$ cat config.mk
export PLATFORM = sky130hd
export DESIGN_NAME = chord_template_detector
export DESIGN_NICKNAME = d
export VERILOG_FILES = /design/src/design/ctd_pkg.sv /design/src/design/chord_template_detector.sv
export SDC_FILE = /design/constraint.sdc
export NUM_CORES = 1
export LEC_CHECK = 0
export BUFFER_PORTS_ARGS = -buffer_cell sky130_fd_sc_hd__buf_2
export CORE_MARGIN = 3
export CORE_UTILIZATION = 64
export CTS_CLUSTER_SIZE = 30
export DETAILED_ROUTE_END_ITERATION = 16
export PLACE_DENSITY = 0.89
export SKIP_CTS_REPAIR_TIMING = 1
export SYNTH_ARGS = -nofsm -noshare
export SYNTH_HDL_FRONTEND = slang
export SYNTH_SLANG_ARGS = --single-unit
export TNS_END_PERCENT = 5
$ cat constraint.sdc
create_clock -name clk -period 11.8 [get_ports clk]
set_input_delay 0 -clock clk [delete_from_list [all_inputs] [get_ports clk]]
set_output_delay 0 -clock clk [all_outputs]
set_load 0.1 [all_outputs]
$ cat src/design/ctd_pkg.sv
// Package for the chord template detector: payload types, MIDI codes and helpers.
`default_nettype none

package ctd_pkg;

  localparam int unsigned NumPitchClasses = 12;
  localparam int unsigned NumTemplates    = 2 * NumPitchClasses;

  localparam logic [7:0] STATUS_NOTE_ON  = 8'd144;
  localparam logic [7:0] STATUS_NOTE_OFF = 8'd128;
  localparam logic signed [3:0] NO_CHORD = -4'sd6;

  // Template score: three for the root, one each for third and fifth.
  typedef logic [2:0] score_t;
  typedef logic [4:0] tmpl_idx_t;
  typedef logic [3:0] pitch_class_t;

  typedef struct packed {
    logic [6:0] note_number;
    logic [7:0] status_byte;
  } in_item_t;

  typedef struct packed {
    logic signed [3:0] chord_root;
    logic              is_minor;
    logic              minor_written;
  } out_item_t;

  // Pitch class of a MIDI note: restoring reduction by 96, 48, 24 and 12.
  function automatic pitch_class_t pitch_class(input logic [6:0] note);
    logic [6:0] v;
    v = note;
    if (v >= 7'd96) v = v - 7'd96;
    if (v >= 7'd48) v = v - 7'd48;
    if (v >= 7'd24) v = v - 7'd24;
    if (v >= 7'd12) v = v - 7'd12;
    return v[3:0];
  endfunction

endpackage

`default_nettype wire

$ cat src/design/chord_template_detector.sv
// Chord template detector: held pitch-class mask and best-triad selection per MIDI event.
//
//   channel | direction | payload     | handshake
//   --------+-----------+-------------+--------------------
//   in_     | input     | in_item_t   | in_valid / in_stall
//   out_    | output    | out_item_t  | out_valid / out_stall
//
// One event per cycle sustained while out_stall is low; a result passes through the input
// stage and the result register before it can transfer out.
// The mask is updated in the input stage; the 24 template scores and a registered-free
// five-level argmax tree sit between the input stage and the result register.
// Synchronous active-low reset clears the mask and both valid flags.
// A stalled result holds the result register; the input stage then stalls only if it
// is also full, so one new event can still be taken while a result waits.
`default_nettype none

module chord_template_detector (
  input  wire logic               clk,
  input  wire logic               rst_n,
  input  wire logic               in_valid,
  output logic                    in_stall,
  input  wire ctd_pkg::in_item_t  in_data,
  output logic                    out_valid,
  input  wire logic               out_stall,
  output ctd_pkg::out_item_t      out_data
);
  import ctd_pkg::*;

  // Pipeline control.
  logic        s1_valid_r;
  logic        s1_note_off_r;
  logic [11:0] mask_r;
  logic [11:0] mask_nxt;
  logic        out_valid_r;
  out_item_t   out_data_r;
  out_item_t   out_data_nxt;
  logic        advance;
  logic        in_accept;
  pitch_class_t in_pc;

  assign advance   = !out_valid_r || !out_stall;
  assign in_stall  = s1_valid_r && !advance;
  assign in_accept = in_valid && !in_stall;
  assign in_pc     = pitch_class(in_data.note_number);

  // Set the bit on note on, clear it for every other status.
  always_comb begin
    mask_nxt = mask_r;
    if (in_data.status_byte == STATUS_NOTE_ON) begin
      mask_nxt[in_pc] = 1'b1;
    end else begin
      mask_nxt[in_pc] = 1'b0;
    end
  end

  // Template scores: major templates first, then minor.
  score_t    lvl0_s [NumTemplates];
  tmpl_idx_t lvl0_i [NumTemplates];
  always_comb begin
    for (int r = 0; r < NumPitchClasses; r++) begin
      lvl0_s[r] = {1'b0, mask_r[r], mask_r[r]} + {2'b00, mask_r[(r + 4) % NumPitchClasses]}
                  + {2'b00, mask_r[(r + 7) % NumPitchClasses]};
      lvl0_i[r] = tmpl_idx_t'(r);
      lvl0_s[r + NumPitchClasses] = {1'b0, mask_r[r], mask_r[r]}
                  + {2'b00, mask_r[(r + 3) % NumPitchClasses]}
                  + {2'b00, mask_r[(r + 7) % NumPitchClasses]};
      lvl0_i[r + NumPitchClasses] = tmpl_idx_t'(r + NumPitchClasses);
    end
  end

  // Argmax tree; the right side wins only on a strictly higher score,
  // which keeps the first maximum in template order.
  score_t    lvl1_s [12];
  tmpl_idx_t lvl1_i [12];
  score_t    lvl2_s [6];
  tmpl_idx_t lvl2_i [6];
  score_t    lvl3_s [3];
  tmpl_idx_t lvl3_i [3];
  score_t    lvl4_s;
  tmpl_idx_t lvl4_i;
  score_t    best_s;
  tmpl_idx_t best_i;
  always_comb begin
    for (int k = 0; k < 12; k++) begin
      if (lvl0_s[2*k+1] > lvl0_s[2*k]) begin
        lvl1_s[k] = lvl0_s[2*k+1];
        lvl1_i[k] = lvl0_i[2*k+1];
      end else begin
        lvl1_s[k] = lvl0_s[2*k];
        lvl1_i[k] = lvl0_i[2*k];
      end
    end
    for (int k = 0; k < 6; k++) begin
      if (lvl1_s[2*k+1] > lvl1_s[2*k]) begin
        lvl2_s[k] = lvl1_s[2*k+1];
        lvl2_i[k] = lvl1_i[2*k+1];
      end else begin
        lvl2_s[k] = lvl1_s[2*k];
        lvl2_i[k] = lvl1_i[2*k];
      end
    end
    for (int k = 0; k < 3; k++) begin
      if (lvl2_s[2*k+1] > lvl2_s[2*k]) begin
        lvl3_s[k] = lvl2_s[2*k+1];
        lvl3_i[k] = lvl2_i[2*k+1];
      end else begin
        lvl3_s[k] = lvl2_s[2*k];
        lvl3_i[k] = lvl2_i[2*k];
      end
    end
    if (lvl3_s[1] > lvl3_s[0]) begin
      lvl4_s = lvl3_s[1];
      lvl4_i = lvl3_i[1];
    end else begin
      lvl4_s = lvl3_s[0];
      lvl4_i = lvl3_i[0];
    end
    if (lvl3_s[2] > lvl4_s) begin
      best_s = lvl3_s[2];
      best_i = lvl3_i[2];
    end else begin
      best_s = lvl4_s;
      best_i = lvl4_i;
    end
  end

  // Result formatting: roots 7..11 fold to -5..-1 in four bits.
  logic [3:0] best_root;
  logic       best_minor;
  always_comb begin
    best_minor = (best_i >= tmpl_idx_t'(NumPitchClasses));
    best_root  = best_minor ? 4'(best_i - tmpl_idx_t'(NumPitchClasses)) : best_i[3:0];
    out_data_nxt.minor_written = 1'b1;
    out_data_nxt.is_minor      = best_minor;
    if (best_s == '0) begin
      out_data_nxt.chord_root = NO_CHORD;
    end else if (best_root <= 4'd6) begin
      out_data_nxt.chord_root = best_root;
    end else begin
      out_data_nxt.chord_root = best_root + 4'd4;
    end
    if (s1_note_off_r) begin
      out_data_nxt.chord_root    = NO_CHORD;
      out_data_nxt.is_minor      = 1'b0;
      out_data_nxt.minor_written = 1'b0;
    end
  end

  // Input stage and held-note mask.
  always_ff @(posedge clk) begin
    if (!rst_n) begin
      s1_valid_r <= 1'b0;
      mask_r     <= '0;
    end else if (!in_stall) begin
      s1_valid_r <= in_valid;
      if (in_valid) begin
        mask_r <= mask_nxt;
      end
    end
  end

  always_ff @(posedge clk) begin
    if (in_accept) begin
      s1_note_off_r <= (in_data.status_byte == STATUS_NOTE_OFF);
    end
  end

  // Result register.
  always_ff @(posedge clk) begin
    if (!rst_n) begin
      out_valid_r <= 1'b0;
    end else if (advance) begin
      out_valid_r <= s1_valid_r;
    end
  end

  always_ff @(posedge clk) begin
    if (advance && s1_valid_r) begin
      out_data_r <= out_data_nxt;
    end
  end

  assign out_valid = out_valid_r;
  assign out_data  = out_data_r;

  // A note-off result carries no chord and no minor decision.
  a_note_off_fields: assert property (@(posedge clk) disable iff (!rst_n)
    out_valid_r && !out_data_r.minor_written |->
      out_data_r.chord_root == NO_CHORD && !out_data_r.is_minor)
    else $error("note-off result has chord fields set");

  // A minor template can only win with a nonzero score.
  a_minor_has_root: assert property (@(posedge clk) disable iff (!rst_n)
    out_valid_r && out_data_r.is_minor |-> out_data_r.chord_root != NO_CHORD)
    else $error("minor result without a chord root");

  // The input side stalls only with a full input stage.
  a_stall_only_full: assert property (@(posedge clk) disable iff (!rst_n)
    in_stall |-> s1_valid_r)
    else $error("input stalled with an empty input stage");

  // A note-on transfer leaves its pitch class held.
  a_note_on_sets: assert property (@(posedge clk) disable iff (!rst_n)
    in_accept && in_data.status_byte == STATUS_NOTE_ON |=> mask_r[$past(in_pc)])
    else $error("note on did not set its pitch class");

  // A transfer with any other status clears its pitch class.
  a_other_clears: assert property (@(posedge clk) disable iff (!rst_n)
    in_accept && in_data.status_byte != STATUS_NOTE_ON |=> !mask_r[$past(in_pc)])
    else $error("release did not clear its pitch class");

endmodule

`default_nettype wire

### Yosys cells after proc, flatten, opt, wreduce, memory -nomap -nowiden

Cells that the tools add are included.

| storage, ports and cells | value |
|---|---|
| register bits after elaboration | 21 |
| bits of input ports | 19 |
| output and inout port bits | 8 |
| logic and storage cells | 166 |

| operators by class | value |
|---|---|
| add/sub/neg operators | 54 |
| $lt $le $gt $ge | 31 |
| equal/unequal tests | 2 |
| muxes and demuxes | 56 |
| bitwise logic cells | 4 |
| reductions and logical operators | 12 |

Operators by type and width:

| kind | count |
|---|---|
| 2-bit by 1-bit adder with 3-bit output | 24 |
| 3-bit by 1-bit adder with 3-bit output | 24 |
| 3-bit > comparator | 23 |
| 3-bit 2-to-1 mux | 23 |
| 5-bit 2-to-1 mux | 11 |
| 7-bit 2-to-1 mux | 3 |
| 8-bit == test (second input constant) | 2 |
| 1-bit 2-to-1 mux | 14 |
| 12-bit AND | 1 |
| 12-bit 2-to-1 mux | 1 |
| 4-bit 2-to-1 mux | 3 |
| 12-bit NOT | 1 |
| 12-bit OR | 1 |
| 4-bit subtractor (second input constant) | 2 |
| 7-bit by 4-bit >= comparator with 1-bit output (second input constant) | 1 |
| 7-bit by 5-bit >= comparator with 1-bit output (second input constant) | 1 |
| 7-bit by 6-bit >= comparator with 1-bit output (second input constant) | 1 |
| 7-bit >= comparator (second input constant) | 1 |
| 7-bit by 5-bit subtractor with 7-bit output (second input constant) | 1 |
| 7-bit by 6-bit subtractor with 7-bit output (second input constant) | 1 |
| 7-bit subtractor (second input constant) | 1 |
| 5-bit by 4-bit >= comparator with 1-bit output (second input constant) | 1 |
| 4-bit by 5-bit < comparator with 1-bit output (second input constant) | 1 |
| 4-bit by 3-bit adder with 4-bit output (second input constant) | 1 |
| other kinds (10) | 16 |

### Longest topological paths before layout

| depth | value |
|---|---|
| depth after elaboration | 16 |
| depth in mapped cells | 41 |
| depth with buffers taken out | 40 |

### Least setup slack after synthesis

No wires, ideal clock.

| timing path | value |
|---|---|
| path type | flip-flop to flip-flop |
| from | register with a tool-made name |
| to | register out_data_r, in the netlist out_data[4], data pin |
| setup time | 255 ps |
| data arrival time | 8091 ps |
| required time | 11545 ps |
| slack | 3454 ps |
| stages on the path, launching flop included | 38 |
| buffers on the path | 1 |
| period minus slack after synthesis | 8346 ps |
| cell sequence | dfxtp_1 fa_1 ha_1 inv_1 ha_1 and3_1 a21oi_1 mux2i_1 inv_1 ha_1 nand2_1 o21ai_1 and2_0 clkbuf_1 mux2i_1 inv_1 ha_1 and3_1 [... 2 more ...] ha_1 nand3b_1 a32oi_1 mux2_2 ha_1 nand3_1 o21ai_0 nor2_1 nor2_1 a221oi_2 a41oi_2 a221oi_2 inv_1 ha_1 inv_1 a211oi_1 or3_1 and3_1 |

RTL lines:

| item | RTL line | text |
|---|---|---|
| end signal, assigned | chord_template_detector.sv:179 | `out_data_r <= out_data_nxt;` |
| end, declared | chord_template_detector.sv:35 | `out_item_t out_data_r;` |

==> run metrics <==
status complete, no violations; Setup crit end kind flop; Cells on Worst Hold Path 2; clock share of power 0.105; reg2reg setup slack approximately 2.3 ns; synth top area cells ha_1 25%, mux2i_1 13%, fa_1 9.7%, inv_1 5.9%, dfxtp_1 5.6%; Detailed Routing Iterations Pass 1 5; grt met1 use 0.3173; final hold vios 0; area delta synth->final 5.515%; CTS Buffer Depth 2; worst hold path class input port to flop; warning count from the yosys run 0; first-pass GRT wire length 19570 µm; GP Congestion 0.9031; Nets approximately 740; Post-synth EDFFs 7; power per cell area 93.09 nW/µm²; Seq/Total Area, Yosys 0.09872; Max-Cap Viols 0; setup tns final 0 ns; CTS Buf Count 3; switching power about 0.00024 W; WL per Instance around 17 µm; routed vias/inst 6.418; Mapped Nets around 710; fin crit period about 9.5 ns; HP Start in_data[4]; Max VDD drop approximately 57 µV; Yosys top cell by area ha_1; H-tree Lvls 1; Final Skew between 0.001 and 0.0015 ns; Post-synth ARST share 0; Buf+Inv Stages, Crit Path 5; die area between 8000 and 9000 µm²; WHS Endpoint s1_note_off_r; cell mode on critical path ha_1; synthesized netlist cell count 571; share of the synthesized area in the top cell type 0.2493; final slew viol count 0; Rel. slew slack 0.3645; largest net degree at the start of global routing 18; Port Buffers 26; #FFs+latches synth 21; critical path data required time around 12 ns; Multi-input gate area approximately 4100 µm²; Comb pwr share 0.712; number of DRC markers in iteration 0 between 200 and 300; DRC 0; mapped cell area ~5000 µm²; ratio of cells with drive above 1 in the final layout 0.09596; Initial Util 0.6707; Worst-path clk slew 0.09 ns; Synth Flop Type dfxtp_1; Max Fclk approximately 110 MHz; CP top delay family compound AO/OA/AOI/OAI gates; Distinct cells, synth 63; RSZ-0062 raised after global routing false; sequential share of power 0.182; Rows 31; switching share of total power 0.5009; RR Endpoint out_data[4]; grt peak-use layer met2; Register Area around 500 µm²; clock root cell clkbuf_8; post-DP HPWL slightly below 10000 µm; Hold Slack approximately 0.016 ns; critical path peak fanout 9; Tcrit/Tclk final 0.8059; critical path class flop to flop; die width ~94 µm; Fillers between 500 and 600; top-level I/O count 27; GRT Util Overall 0.2691; Vias ~4400; mean post-synth cell area 8.701 µm²; n_diodes 0; critical path launch point type flop; cell with the largest stage delay on the worst path dfxtp_1; vias in the first global route roughly 4400; GR Overflow Total 0; Crit path largest cell delay roughly 0.50 ns; CP Data Arrival Time approximately 9.5 ns; DIE HEIGHT 94.11 µm; initial antenna violation count 0; total wire length around 12000 µm; Worst Tran Pin Value approximately 0.94 ns; clk sink count 21; GR Util met2 0.5074; P_leak approximately 2.6 nW; CTS tree done; Power Internal around 0.00024 W; met3 GRT Util 0.02324; clock latency on the worst-skew pair approximately 0.27 ns; cell count along the critical path 35; Finish-stage setup viols 0; reg2reg path depth 35; Routed Antenna Nets 0; core box area 7408 µm²
[cell usage in the layout (no fill, tap or decap), types with 3 or more instances in the layout]
cell type,n
nor3_1,5
nor2_1,21
mux2_2,9
nand2_1,50
or2_2,4
fa_1,24
nand3b_1,20
o311ai_1,4
a221oi_1,3
dfxtp_1,14
nor2b_1,6
a221oi_2,3
mux2i_1,67
clkbuf_8,3
and2_1,3
o21ai_0,7
buf_2,26
o41ai_1,4
ha_1,99
o2111ai_1,3
o21a_1,3
o22ai_1,3
a211oi_1,4
o32ai_1,3
and3_1,18
a32oi_1,6
inv_1,78
o21ai_1,4
nand3_1,5
a21oi_1,46
edfxtp_1,7
[per-layer routing]
| metal | wire length [µm] | vias to the layer above |
|---|---|---|
| li1 | - | 2142 |
| met1 | 4669 | 2081 |
| met2 | 6123 | 180 |
| met3 | 593 | 45 |
| met4 | 434 | 0 |
| met5 | 0 | - |
[layout make-up]
type / instances / area share
Clock buffer: 3 / 0.007876
Sequential cell: 21 / 0.09356
Inverter: 78 / 0.05585
Tap cell: 99 / 0.02363
Multi-Input combinational cell: 464 / 0.7912
Clock inverter: 1 / 0.001193
Timing Repair Buffer: 27 / 0.02673
[how the worst max path moves through the flow]
stage,from,end,slack (ns)
after CTS,flop,out_data[4],2.42
after global routing,flop,out_data[4],1.63
after floorplan,flop,out_data[4],3.45
final,flop,out_data[4],2.29
after global placement,flop,out_data[4],2.81
after detailed placement,flop,out_data[4],2.44
[power by group through the flow]
| stage | registers, W | clock network [W] | logic (W) |
|---|---|---|---|
| final | 0.0000890 | 0.0000515 | 0.000348 |
| after detailed placement | 0.0000908 | 0 | 0.000338 |
| after global routing | 0.0000902 | 0.0000522 | 0.000379 |
| after global placement | 0.0000908 | 0 | 0.000323 |
| after CTS | 0.0000892 | 0.0000497 | 0.000339 |
| after floorplan | 0.000118 | 0 | 0.000247 |
[synthesized netlist by cell type (4+ instances only)]
master and number:
or2_2 4, o21ai_0 7, nor2b_1 6, fa_1 24, nor3_1 5, edfxtp_1 7, o41ai_1 4, a211oi_1 4
inv_1 78, nand3b_1 20, a21oi_1 46, o21ai_1 4, ha_1 99, nand3_1 5, mux2_2 9, o311ai_1 4
mux2i_1 67, nor2_1 21, nand2_1 50, and3_1 18, dfxtp_1 14, a32oi_1 6, clkbuf_1 6
[metrics by stage]
stage	area, µm²	cells	util	worst slack, ns	total power (W)
2_1_floorplan	4969	571	-	3.454	0.0003656
3_3_place_gp	5185	688	0.6999	2.813	0.0004141
3_5_place_dp	5185	688	0.6999	2.439	0.0004286
4_1_cts	5233	692	0.7063	2.424	0.0004783
5_1_grt	5243	693	0.7077	1.628	0.0005213
6_report	5243	693	0.7077	2.291	0.0004880
[cell families after synthesis]
| group | synth area share |
|---|---|
| AOI/OAI and AO/OA | 0.1627 |
| xor gates and xnor gates | 0.005289 |
| adders and majority gates | 0.3460 |
| buffers and inverters | 0.06648 |
| DFF | 0.09872 |
| muxes | 0.1604 |
| and+or+nand+nor | 0.1604 |
No activity file was read; power rests on OpenSTA's default activity.
